`config.mk`:
```
export PLATFORM = sky130hd
export DESIGN_NAME = ota_slot_selector_core
export DESIGN_NICKNAME = d
export VERILOG_FILES = /design/src/design/osel_pkg.sv /design/src/design/ota_slot_selector_core.sv
export SDC_FILE = /design/constraint.sdc
export NUM_CORES = 1
export LEC_CHECK = 0
export ABC_AREA = 1
export BUFFER_PORTS_ARGS = -buffer_cell sky130_fd_sc_hd__buf_2
export CORE_MARGIN = 4
export CORE_UTILIZATION = 40
export CTS_CLUSTER_DIAMETER = 40
export CTS_CLUSTER_SIZE = 40
export DETAILED_ROUTE_END_ITERATION = 12
export MAX_ROUTING_LAYER = met4
export SYNTH_ARGS = -nofsm -noshare
export SYNTH_HDL_FRONTEND = slang
export SYNTH_SLANG_ARGS = --single-unit
export TNS_END_PERCENT = 100
```
`constraint.sdc`:
```
create_clock -name clk -period 18.1 [get_ports clk]
set_input_delay 0.905 -clock clk [delete_from_list [all_inputs] [get_ports clk]]
set_output_delay 0.905 -clock clk [all_outputs]
set_load 0.01 [all_outputs]
```
`src/design/osel_pkg.sv`:
```
// osel_pkg: payload structs, constants and the sequence crc function for the slot selector
// no dependencies; imported by ota_slot_selector_core and osel_checker
`timescale 1ns / 1ps

package osel_pkg;

    localparam logic [31:0] CRC_POLY          = 32'hedb88320;
    localparam logic [31:0] SEQ_BLANK         = 32'hffffffff;
    localparam logic [31:0] STATE_BAD_A       = 32'd3;
    localparam logic [31:0] STATE_BAD_B       = 32'd4;
    localparam logic [31:0] VALID_STATE_RESET = 32'd2;
    localparam logic [7:0]  SLOT_LIMIT        = 8'd2;

    localparam logic MODE_QUERY     = 1'b0;
    localparam logic MODE_SELECT    = 1'b1;
    localparam logic STATUS_OK      = 1'b0;
    localparam logic STATUS_REFUSED = 1'b1;

    typedef struct packed {
        logic        mode;
        logic [31:0] seq_a;
        logic [31:0] check_a;
        logic [31:0] state_a;
        logic [31:0] seq_b;
        logic [31:0] check_b;
        logic [31:0] state_b;
        logic [7:0]  wanted_slot;
    } osel_in_t;

    typedef struct packed {
        logic        status;
        logic        active_slot;
        logic        a_valid;
        logic        b_valid;
        logic        dest_record;
        logic [31:0] new_seq;
        logic [31:0] new_state;
        logic [31:0] new_check;
    } osel_out_t;

    typedef logic [31:0][31:0] osel_crc_cols_t;

    // response of the crc register to each single input bit, worked out at elaboration
    function automatic osel_crc_cols_t osel_build_cols();
        osel_crc_cols_t cols;
        logic [31:0]    r;
        for (int p = 0; p < 32; p++)
        begin
            r = 32'h1 << p;
            for (int s = 0; s < 32; s++)
            begin
                r = r[0] ? ((r >> 1) ^ CRC_POLY) : (r >> 1);
            end
            cols[p] = r;
        end
        return cols;
    endfunction

    localparam osel_crc_cols_t CRC_COLS = osel_build_cols();

    // crc of the four sequence bytes, low byte first, zero start, inverted result
    function automatic logic [31:0] osel_seq_crc(input logic [31:0] seq);
        logic [31:0] r;
        r = '0;
        for (int p = 0; p < 32; p++)
        begin
            if (seq[p])
            begin
                r = r ^ CRC_COLS[p];
            end
        end
        return ~r;
    endfunction

endpackage

```
`src/design/ota_slot_selector_core.sv`:
```
// ota_slot_selector_core: a/b boot record check and slot selection, two-stage pipeline
// depends on osel_pkg for payload structs, constants and the crc function
`timescale 1ns / 1ps

// One result per input transaction. An accepted transaction sits in the input register,
// the record checks, slot choice, sequence increment and both crc trees are worked out in
// a single pass and the result lands in the output register once that register may advance;
// one transaction per cycle is sustained while out_ready stays high, limited only by the
// logic between the input register and the result register. in_ready stays high while the
// output is stalled until the input register also holds a transaction. cfg_we writes
// valid_state_code (reset value 2) at once; write it only while the block is empty.
module ota_slot_selector_core
    import osel_pkg::*;
(
    input  logic        clk,
    input  logic        rst_n,
    input  logic        cfg_we,
    input  logic [31:0] cfg_wdata,
    input  logic        in_valid,
    output logic        in_ready,
    input  osel_in_t    in_data,
    output logic        out_valid,
    input  logic        out_ready,
    output osel_out_t   out_data
);

    logic [31:0] vsc_code_reg;
    logic [31:0] vsc_code_next;

    logic        s1_valid_reg;
    logic        s1_valid_next;
    osel_in_t    s1_data_reg;
    osel_in_t    s1_data_next;
    logic        out_valid_reg;
    logic        out_valid_next;
    osel_out_t   out_data_reg;
    osel_out_t   out_data_next;

    logic        out_adv;
    logic        a_ok;
    logic        b_ok;
    logic [31:0] top_seq;
    logic [31:0] s0_seq;
    logic [31:0] high_seq;
    logic [31:0] step;
    logic [31:0] nseq;
    osel_out_t   res;

    assign out_adv  = !out_valid_reg || out_ready;
    assign in_ready = !s1_valid_reg || out_adv;

    assign vsc_code_next = cfg_we ? cfg_wdata : vsc_code_reg;

    always_ff @(posedge clk or negedge rst_n)
    begin
        if (!rst_n)
        begin
            vsc_code_reg <= VALID_STATE_RESET;
        end
        else
        begin
            vsc_code_reg <= vsc_code_next;
        end
    end

    // record checks
    always_comb
    begin
        a_ok = (s1_data_reg.seq_a != SEQ_BLANK)
            && (s1_data_reg.check_a == osel_seq_crc(s1_data_reg.seq_a))
            && (s1_data_reg.state_a != STATE_BAD_A)
            && (s1_data_reg.state_a != STATE_BAD_B);
        b_ok = (s1_data_reg.seq_b != SEQ_BLANK)
            && (s1_data_reg.check_b == osel_seq_crc(s1_data_reg.seq_b))
            && (s1_data_reg.state_b != STATE_BAD_A)
            && (s1_data_reg.state_b != STATE_BAD_B);
    end

    // slot choice and new record
    always_comb
    begin
        if (a_ok && b_ok)
        begin
            top_seq = (s1_data_reg.seq_a >= s1_data_reg.seq_b) ? s1_data_reg.seq_a
                                                               : s1_data_reg.seq_b;
        end
        else
        begin
            top_seq = a_ok ? s1_data_reg.seq_a : s1_data_reg.seq_b;
        end
        s0_seq   = a_ok ? s1_data_reg.seq_a : '0;
        high_seq = (b_ok && (s1_data_reg.seq_b >= s0_seq)) ? s1_data_reg.seq_b : s0_seq;
        step     = (high_seq[0] != s1_data_reg.wanted_slot[0]) ? 32'd2 : 32'd1;
        nseq     = high_seq + step;

        res             = '0;
        res.status      = STATUS_OK;
        res.active_slot = (a_ok || b_ok) ? ~top_seq[0] : 1'b0;
        res.a_valid     = a_ok;
        res.b_valid     = b_ok;
        if (s1_data_reg.mode == MODE_SELECT)
        begin
            if (s1_data_reg.wanted_slot >= SLOT_LIMIT)
            begin
                res.status = STATUS_REFUSED;
            end
            else
            begin
                res.dest_record = (high_seq == s0_seq);
                res.new_seq     = nseq;
                res.new_state   = vsc_code_reg;
                res.new_check   = osel_seq_crc(nseq);
            end
        end
    end

    always_comb
    begin
        s1_valid_next  = s1_valid_reg;
        s1_data_next   = s1_data_reg;
        out_valid_next = out_valid_reg;
        out_data_next  = out_data_reg;
        if (in_ready)
        begin
            s1_valid_next = in_valid;
            if (in_valid)
            begin
                s1_data_next = in_data;
            end
        end
        if (out_adv)
        begin
            out_valid_next = s1_valid_reg;
            if (s1_valid_reg)
            begin
                out_data_next = res;
            end
        end
    end

    always_ff @(posedge clk or negedge rst_n)
    begin
        if (!rst_n)
        begin
            s1_valid_reg  <= 1'b0;
            out_valid_reg <= 1'b0;
        end
        else
        begin
            s1_valid_reg  <= s1_valid_next;
            out_valid_reg <= out_valid_next;
        end
    end

    always_ff @(posedge clk)
    begin
        s1_data_reg  <= s1_data_next;
        out_data_reg <= out_data_next;
    end

    assign out_valid = out_valid_reg;
    assign out_data  = out_data_reg;

endmodule

```
Word-level counts from Yosys, hierarchy flattened
Cells that the tools add are included.
{ "word_totals": {"reg_bits": 336, "latchBits": 0, "ram_bits": 0, "romBits": 0, "in_bits": 238, "out_inout_bits": 103, "n_memories": 0} }
{ "op_classes": {"addsub": 1, "multipliers": 0, "div": 0, "n_lt_le_gt_ge": 3, "n_eq_ne": 10, "shift": 0, "mux": 167, "n_bitwise": 98, "n_reduce_logical": 16} }
{ "ops": {"columns": ["operator", "count"], "rows": [
  ["two-way mux 32 bit", 105],
  ["two-way mux 31 bit", 18],
  ["two-way mux 30 bit", 12],
  ["inverter 13 bit", 27],
  ["two-way mux 29 bit", 9],
  ["inverter 14 bit", 18],
  ["inverter 15 bit", 12],
  ["two-way mux 28 bit", 6],
  ["two-way mux 27 bit", 6],
  ["inverter 12 bit", 12],
  ["inverter 16 bit", 9],
  ["== test 32 bit", 3],
  ["inverter 32 bit", 3],
  ["two-way mux 26 bit", 3],
  ["two-way mux 25 bit", 3],
  ["inverter 11 bit", 6],
  ["greater-or-equal comparator 32 bit", 2],
  ["inequality test 32 x 2 -> 1 bit (second input constant)", 2],
  ["inequality test 32 x 3 -> 1 bit (second input constant)", 2],
  ["inequality test 32 bit (second input constant)", 2],
  ["inverter 20 bit", 3],
  ["inverter 18 bit", 3],
  ["inverter 17 bit", 3],
  ["adder 32 x 2 -> 32 bit", 1],
  ["10 further kinds", 25]
]} }

Logic depth before layout (Yosys ltp)
Gate-level depths: netlist (run 1).
{ "logic_depth": {"word_depth": 203, "ltp_mapped": 67, "depth_no_buf": 62} }

Least setup slack after synthesis (run 1)
Ideal clock, no wire load.
{ "synth_timing": {"path_type": "register -> register", "from": "reg s1_data_reg[169] (netlist name)", "to": "reg out_data_reg, in the netlist out_data[27] (data pin)", "arrival_ns": 7.054, "t_required_ns": 17.845, "setup_slack_ns": 10.792, "stages_incl_launch_ff": 59, "period_less_slack_ns": 7.308, "path_cell_list": "edfxtp_1 ha_1 clkbuf_1 inv_1 nand2_1 nand2_1 inv_1 nand2_1 nand2_1 nand2_1 nand2_1 nand2_1 nand3_1 nand2_1 inv_1 nand2_1 nor2_1 nand2_1 (+23 left out) inv_1 fa_1 inv_1 nand3_2 nor2_2 nand3_1 nor2_1 nand2_1 xor2_1 inv_1 nand2_1 nand2_1 nand2_1 nand2_1 inv_1 nand2_1 a21oi_1 nor2_1"} }
{ "synth_via": {"elab_chain_len": 167} }
{ "synth_rtl": {"columns": ["element", "line", "rtl"], "rows": [
  ["start, declared", "ota_slot_selector_core.sv:32", "osel_in_t s1_data_reg;"],
  ["start signal, assigned", "ota_slot_selector_core.sv:157", "s1_data_reg <= s1_data_next;"],
  ["two-way mux 32 bit (3 in a row)", "osel_pkg.sv:67", "if (seq[p])"],
  ["inverter 16 bit (no line)", null, null],
  ["two-way mux 31 bit", "osel_pkg.sv:67", null],
  ["two-way mux 32 bit (2 in a row)", "osel_pkg.sv:67", null],
  ["inverter 20 bit (no line)", null, null],
  ["two-way mux 32 bit", "osel_pkg.sv:67", null],
  ["two-way mux 25 bit", "osel_pkg.sv:67", null],
  ["two-way mux 26 bit", "osel_pkg.sv:67", null],
  ["(+148 left out)", null, null],
  ["two-way mux 31 bit", "osel_pkg.sv:67", null],
  ["two-way mux 32 bit", "ota_slot_selector_core.sv:103", "if (s1_data_reg.wanted_slot >= SLOT_LIMIT)"],
  ["two-way mux 32 bit", "ota_slot_selector_core.sv:101", "if (s1_data_reg.mode == MODE_SELECT)"],
  ["inverter 14 bit (no line)", null, null],
  ["two-way mux 32 bit (*)", "osel_pkg.sv:67", null],
  ["two-way mux 32 bit (*)", "ota_slot_selector_core.sv:103", null],
  ["two-way mux 32 bit (*)", "ota_slot_selector_core.sv:101", null],
  ["inverter 32 bit (*)", "osel_pkg.sv:72", "return ~r;"],
  ["end signal, assigned", "ota_slot_selector_core.sv:158", "out_data_reg <= out_data_next;"],
  ["end, declared", "ota_slot_selector_core.sv:36", "osel_out_t out_data_reg;"]
]} }
Every way passes the cells marked *; elsewhere a longest branch is shown, timed or not. The select of a mux whose other input is x is not followed.
A chain may end at the register's enable or synchronous reset.

Worst setup path after layout (run 1)
{ "layout_timing": {"from": "reg s1_data_reg[194] (netlist name)", "to": "reg out_data_reg, in the netlist out_data[15] (data pin)"} }
{ "layout_via": {"elab_chain_len": 129} }
{ "layout_rtl": {"columns": ["element", "line"], "rows": [
  ["two-way mux 27 bit", "osel_pkg.sv:67"],
  ["inverter 14 bit (no line)", null],
  ["two-way mux 28 bit", "osel_pkg.sv:67"],
  ["two-way mux 29 bit / inverter 14 bit (equally long branches)", null],
  ["inverter 14 bit (no line) / two-way mux 29 bit (equally long branches)", null],
  ["two-way mux 30 bit", "osel_pkg.sv:67"],
  ["inverter 14 bit (no line)", null],
  ["two-way mux 31 bit", "osel_pkg.sv:67"],
  ["(+113 left out)", null],
  ["two-way mux 31 bit", "osel_pkg.sv:67"],
  ["two-way mux 32 bit", "ota_slot_selector_core.sv:103"],
  ["two-way mux 32 bit", "ota_slot_selector_core.sv:101"],
  ["inverter 14 bit (no line)", null],
  ["two-way mux 32 bit (*)", "osel_pkg.sv:67"],
  ["two-way mux 32 bit (*)", "ota_slot_selector_core.sv:103"],
  ["two-way mux 32 bit (*)", "ota_slot_selector_core.sv:101"],
  ["inverter 32 bit (*)", "osel_pkg.sv:72"]
]} }
Marked as above.

==> impl_metrics.tcl, run 1 <==
set metrics [dict create \
    outcome "completed" \
    cts_tree "done" \
    path_buf_inv 6 \
    place_ws_ps 7400 \
    cts_buffers 55 \
    power_frac_seq_pct 33.3 \
    slowest_stage "edfxtp_1" \
    syn_area_per_cell_um2 6.33 \
    power_frac_comb_pct 31.3 \
    yosys-top-cells-area "edfxtp_1, nand2_1, nand3_1" \
    hold_viol 0 \
    postCtsHoldBufs 0 \
    final_cells 6596 \
    grtUsageTotal_pct 32.8 \
    placed_cells 6499 \
    cp_data_arrival_time_ps 11400 \
    cp_top_family "simple AND/OR/NAND/NOR gates" \
    final_layout_size_suffix_gt1_share_pct 12.9 \
    fmax_ghz 0.0908 \
    drc 0 \
    p_sw_mw 1.08 \
    cts-root-buf "clkbuf_16" \
    core_um2 80800 \
    grt_pass1_vias 32000 \
    ios 341 \
    grt_overflow 0 \
    path_class "reg -> reg" \
    power_density_nw_per_um2 78.9 \
    final_nets 5805 \
    drt-initial-drc-count 3798 \
    totalWireLength_um 142000 \
    via_per_inst 5.34 \
    initial_core_util_pct 40.6 \
    ant_nets 0 \
    num_vias 35200 \
    place_congestion 1.05 \
    clock_sinks 336 \
    crit_path_start_kind "flop" \
    yosys_most_used_dff "edfxtp_1" \
    drtPass1Iterations 6 \
    syn_area_um2 32800 \
    finalSetupViolations 0 \
    antenna_found_initial 0 \
    row_count 104 \
    post_cts_buffers 0 \
    synth-seq-cells 336 \
    setup_ws_ps 7090 \
    ys_warn_count 0 \
    synthCells 5176 \
    areaGrowthSynthToFinish_pct 13.7 \
    period_needed_ps 11010 \
    placed_cell_area_um2 35400 \
    relSlewSlack_pct 27.8 \
    ir_drop_mv 0.0848 \
    post_cts_resized 0 \
    die_area_um2 86600 \
    sw_frac_of_total_pct 36.8 \
    final_area_um2 37300 \
    async_flop_share_pct 10.1 \
    finalSetupTns_ps 0 \
    synth_nets 5485 \
    fp.dieW_um 294 \
    post-dp-hpwl_um 111000 \
    largest_register_ffs 201 \
    report.final.slew_viol_count 0 \
    critical-path-max-stage-delay_ps 850 \
    antennaDiodeCount 0 \
    hold_path_class "in -> async" \
    p_leak_nw 19.8 \
    cp.required_ps 18480 \
    crit_top_cell "nand2_1" \
    wl_per_cell_um 21.5 \
    clkTransAtPathRegs_ps 60 \
    cap_violations 0 \
    grt_max_degree 82 \
    finalClockSkew_ps 42.4 \
    synth_edf_count 302 \
    rsz0062_at_grt "no" \
    die_height_um 294 \
    yosysTopAreaCell "edfxtp_1" \
    htreeDepth 2 \
    post_synth_num_cell_types 65 \
    seq_area_frac_synth_pct 30.3 \
    worstPathMaxFanout 52 \
    fin_crit_sh_pct 60.9 \
    io_buffers 340 \
    p_clk_share_pct 35.4 \
    clock_path_buffers 3 \
    grt_pass1_wl_um 205000 \
    clkLatencyLatePin_ps 630 \
    timing.hold.ws_ps 365 \
    worst_pin_slew_ps 1080 \
    crit_path_end_kind "flop" \
    yosys.area.top_type_share_pct 27.7 \
    p_int_mw 1.86 \
]
logic make-up (layout without fill, tap and decap cells):
logic type / after synthesis / in the layout / synth area share (%)
simple gates: 3535 / 3535 / 45.7
buf+inv: 719 / 1079 / 9.09
flops: 336 / 336 / 30.3
xor+xnor: 308 / 308 / 8.58
compound gates: 207 / 207 / 3.60
fa+ha+maj: 71 / 71 / 2.73
layout by cell type (no fill, tap or decap), types with 40 or more instances in the layout:
master and instances:
nand3_1 560, o21ai_0 95, nand2_1 2321, nor2_1 349, ha_1 70, edfxtp_1 302
a21oi_1 47, inv_1 490, xnor2_1 125, nand2_2 45, xor2_1 170, inv_2 98
buf_4 40, clkbuf_16 55, buf_2 340, nand4_1 74
Yosys cell counts (16+ instances only):
cell      number
o21ai_1       16
nand3b_1      39
xnor2_1      125
nand2_2       45
nand4_1       74
nand2_1     2321
o21ai_0       95
inv_2         97
a21oi_1       48
ha_1          70
buf_2         36
nor4_1        16
buf_4         48
nand3_1      560
inv_1        492
nor3_1        29
clkbuf_1      24
xor2_1       170
nor2_2        32
edfxtp_1     302
nor2_1       350
dfrtp_1       33
nor2_4        22
per-layer routing:
layer  share of wire, %  global-route usage (%)  wire [um]
met1                 41                    42.1      57900
met2                 45                    52.1      63700
met3                9.0                    4.73      12800
met4                5.4                    13.6       7640
met5                  0                       -          0
cell type report:
| type | count | area (um2) |
|---|---|---|
| Tap cell | 1060 | 1330 |
| Clock inverter | 34 | 424 |
| Clock buffer | 63 | 1420 |
| Multi-Input combinational cell | 4121 | 19900 |
| Inverter | 602 | 2280 |
| Fill cell | 8546 | 43600 |
| Timing Repair Buffer | 380 | 2000 |
| Sequential cell | 336 | 9920 |
through the flow:
stage,total power [mW],utilization [%]
after floorplan,1.58,-
after global placement,1.88,43.8
after detailed placement,1.89,43.8
after CTS,2.94,46.1
after global routing,3.10,46.1
final,2.94,46.1
power by group through the flow:
stage	Sequential [mW]	Combinational [mW]	Clock, mW
global placement	0.989	0.893	0
finish	0.978	0.921	1.04
global route	0.982	1.02	1.10
floorplan	0.980	0.601	0
CTS	0.977	0.902	1.07
detailed placement	0.991	0.898	0
worst paths after layout:
path	startpoint	endpoint	slack, ps	cells past startpoint
worst min register to register	vsc_code_reg[1]$_DFFE_PN1P_	vsc_code_reg[1]$_DFFE_PN1P_	500	2
min in group clk	in_data[54]	s1_data_reg[54]$_DFFE_PP_	440	1
worst max register to register	s1_data_reg[194]$_DFFE_PP_	out_data[15]$_SDFFCE_PP0P_	7090	53
worst min-delay path	rst_n	vsc_code_reg[10]$_DFFE_PN0P_	360	1
max in group asynchronous	rst_n	vsc_code_reg[22]$_DFFE_PN0P_	17230	1
worst max-delay path	s1_data_reg[194]$_DFFE_PP_	out_data[15]$_SDFFCE_PP0P_	7090	53
worst reg2reg max path, delay by kind of cell, from the launching register on:
kind                       cells  cell delay (ps)
and+or+nand+nor               39             6140
buffers and inverters          6             2010
adders and majority gates      3             1070
DFF                            1              850
AOI/OAI and AO/OA              5              720
Note: power is estimated with default switching activity, not from simulation.
==> run 2: changes to the inputs <==
==> constraint.sdc (replaced) <==
create_clock -name clk -period 10.7 [get_ports clk]
set_input_delay 0.535 -clock clk [delete_from_list [all_inputs] [get_ports clk]]
set_output_delay 0.535 -clock clk [all_outputs]
set_load 0.01 [all_outputs]
==> run 2 against run 1 <==
Net effect:
- utilization up 0.24 points
- non-clock buffer count up 26
- design area up 0.51%
- critical endpoint unchanged
- largest power group unchanged
- combinational power up 72%
- sequential power up 69%
- sequential cell count unchanged
- critical path depth down 9
- via count up 0.28%
==> impl_metrics.tcl, run 2 (synthesized netlist as in run 1, its figures left out) <==
set metrics [dict create \
    outcome "completed" \
    row_count 104 \
    worst_pin_slew_ps 1130 \
    clock_path_buffers 3 \
    wl_per_cell_um 21.7 \
    areaGrowthSynthToFinish_pct 14.2 \
    finalSetupTns_ps 0 \
    worstPathMaxFanout 19 \
    final_layout_size_suffix_gt1_share_pct 13.4 \
    grt_pass1_vias 32500 \
    mostFrequentLayoutCells "nand2_1, nand3_1, inv_1" \
    core_um2 80800 \
    n_fill_cell 8414 \
    cp_top_family "simple AND/OR/NAND/NOR gates" \
    cts-root-buf "clkbuf_16" \
    placed_cell_area_um2 35600 \
    fmax_ghz 0.107 \
    crit_path_end_kind "flop" \
    die_height_um 294 \
    place_congestion 1.08 \
    grtUsageTotal_pct 33.1 \
    ant_nets 0 \
    area.sequential_um2 9920 \
    m1WireLength_um 59400 \
    finalClockSkew_ps 50.6 \
    top_layer "met4" \
    drc 0 \
    ir_drop_mv 0.145 \
    timing.hold.ws_ps 81.4 \
    cts_tree "done" \
    final_cells 6623 \
    report.final.slew_viol_count 0 \
    fp.dieW_um 294 \
    power.total_mw 4.99 \
    totalWireLength_um 143000 \
    multiInputGateArea_um2 19900 \
    grt_pass1_wl_um 208000 \
    path_buf_inv 6 \
    layout_commonest_cell "nand2_1" \
    path_class "reg -> reg" \
    hold_path_class "in -> reg" \
    drtPass1Iterations 7 \
    final_area_um2 37400 \
    place_ws_ps 1520 \
    htreeDepth 2 \
    rsz0062_at_grt "no" \
    relSlewSlack_pct 24.6 \
    final_core_util_pct 46.3 \
    post-dp-hpwl_um 113000 \
    antenna_found_initial 3 \
    clkTransAtPathRegs_ps 60 \
    placed_cells 6524 \
    io_buffers 340 \
    fin_crit_sh_pct 87.1 \
    cp_data_arrival_time_ps 9700 \
    cp.required_ps 11080 \
    num_vias 35300 \
    finalSetupViolations 0 \
    crit_path_start_kind "flop" \
    drt-initial-drc-count 4005 \
    dr_wl_met3_um 12500 \
    clock_sinks 336 \
    largest_register_ffs 201 \
    grt_max_degree 73 \
    critical-path-max-stage-delay_ps 770 \
    final_nets 5827 \
    initial_core_util_pct 40.6 \
    hold_viol 0 \
    p_leak_nw 19.9 \
    power_density_nw_per_um2 133 \
    clkLatencyLatePin_ps 630 \
    via_per_inst 5.33 \
    die_area_um2 86600 \
    slowest_stage "edfxtp_1" \
    grt_overflow 0 \
    period_needed_ps 9320 \
    cts_buffers 51 \
    ios 341 \
    setup_ws_ps 1380 \
    crit_top_cell "nand2_1" \
    cap_violations 0 \
    post_cts_resized 0 \
    route.met2.wl_um 64100 \
]
-- run 2: cell count changes in the layout (fill, tap and decap cells not counted), moves of 3 or more --
cell,change
buf_4,+25
clkbuf_1,-4
clkbuf_16,-4
clkinv_8,+4
diode_2,+3
inv_6,+3
inv_8,+5
-- run 2: worst paths after layout --
path	start	to	slack, ps	cells past startpoint
max	s1_data_reg[194]$_DFFE_PP_	out_data[15]$_SDFFCE_PP0P_	1380	44
min	in_data[43]	s1_data_reg[43]$_DFFE_PP_	80	1
max reg2reg	s1_data_reg[194]$_DFFE_PP_	out_data[15]$_SDFFCE_PP0P_	1380	44
min reg2reg	vsc_code_reg[1]$_DFFE_PN1P_	vsc_code_reg[1]$_DFFE_PN1P_	500	2
max in group asynchronous	rst_n	vsc_code_reg[28]$_DFFE_PN0P_	9600	2
min in group asynchronous	rst_n	vsc_code_reg[13]$_DFFE_PN0P_	550	2
-- run 2: per-layer routing --
metal	track usage, %	vias to the layer above
li1	-	17100
met5	-	-
met1	43.2	16200
met2	51.9	1668
met4	13.9	0
met3	4.58	373
-- run 2: power by group --
group | internal (mW) | switching [mW]
Sequential | 1.56 | 0.0906
Clock | 1.10 | 0.665
Combinational | 0.475 | 1.11
Total | 3.13 | 1.86
-- run 2: layout make-up --
type	count	share of cell area, %
Multi-Input combinational cell	4121	53.1
Tap cell	1060	3.54
Timing Repair Buffer	406	5.87
Antenna cell	3	0.0201
Clock buffer	55	3.48
Clock inverter	40	1.40
Sequential cell	336	26.5
Inverter	602	6.08
-- run 2: timing repair --
action,4_1_cts,5_1_grt
buffers inserted,0,0
hold buffers,1,0
endpoints found under the hold margin,1,0
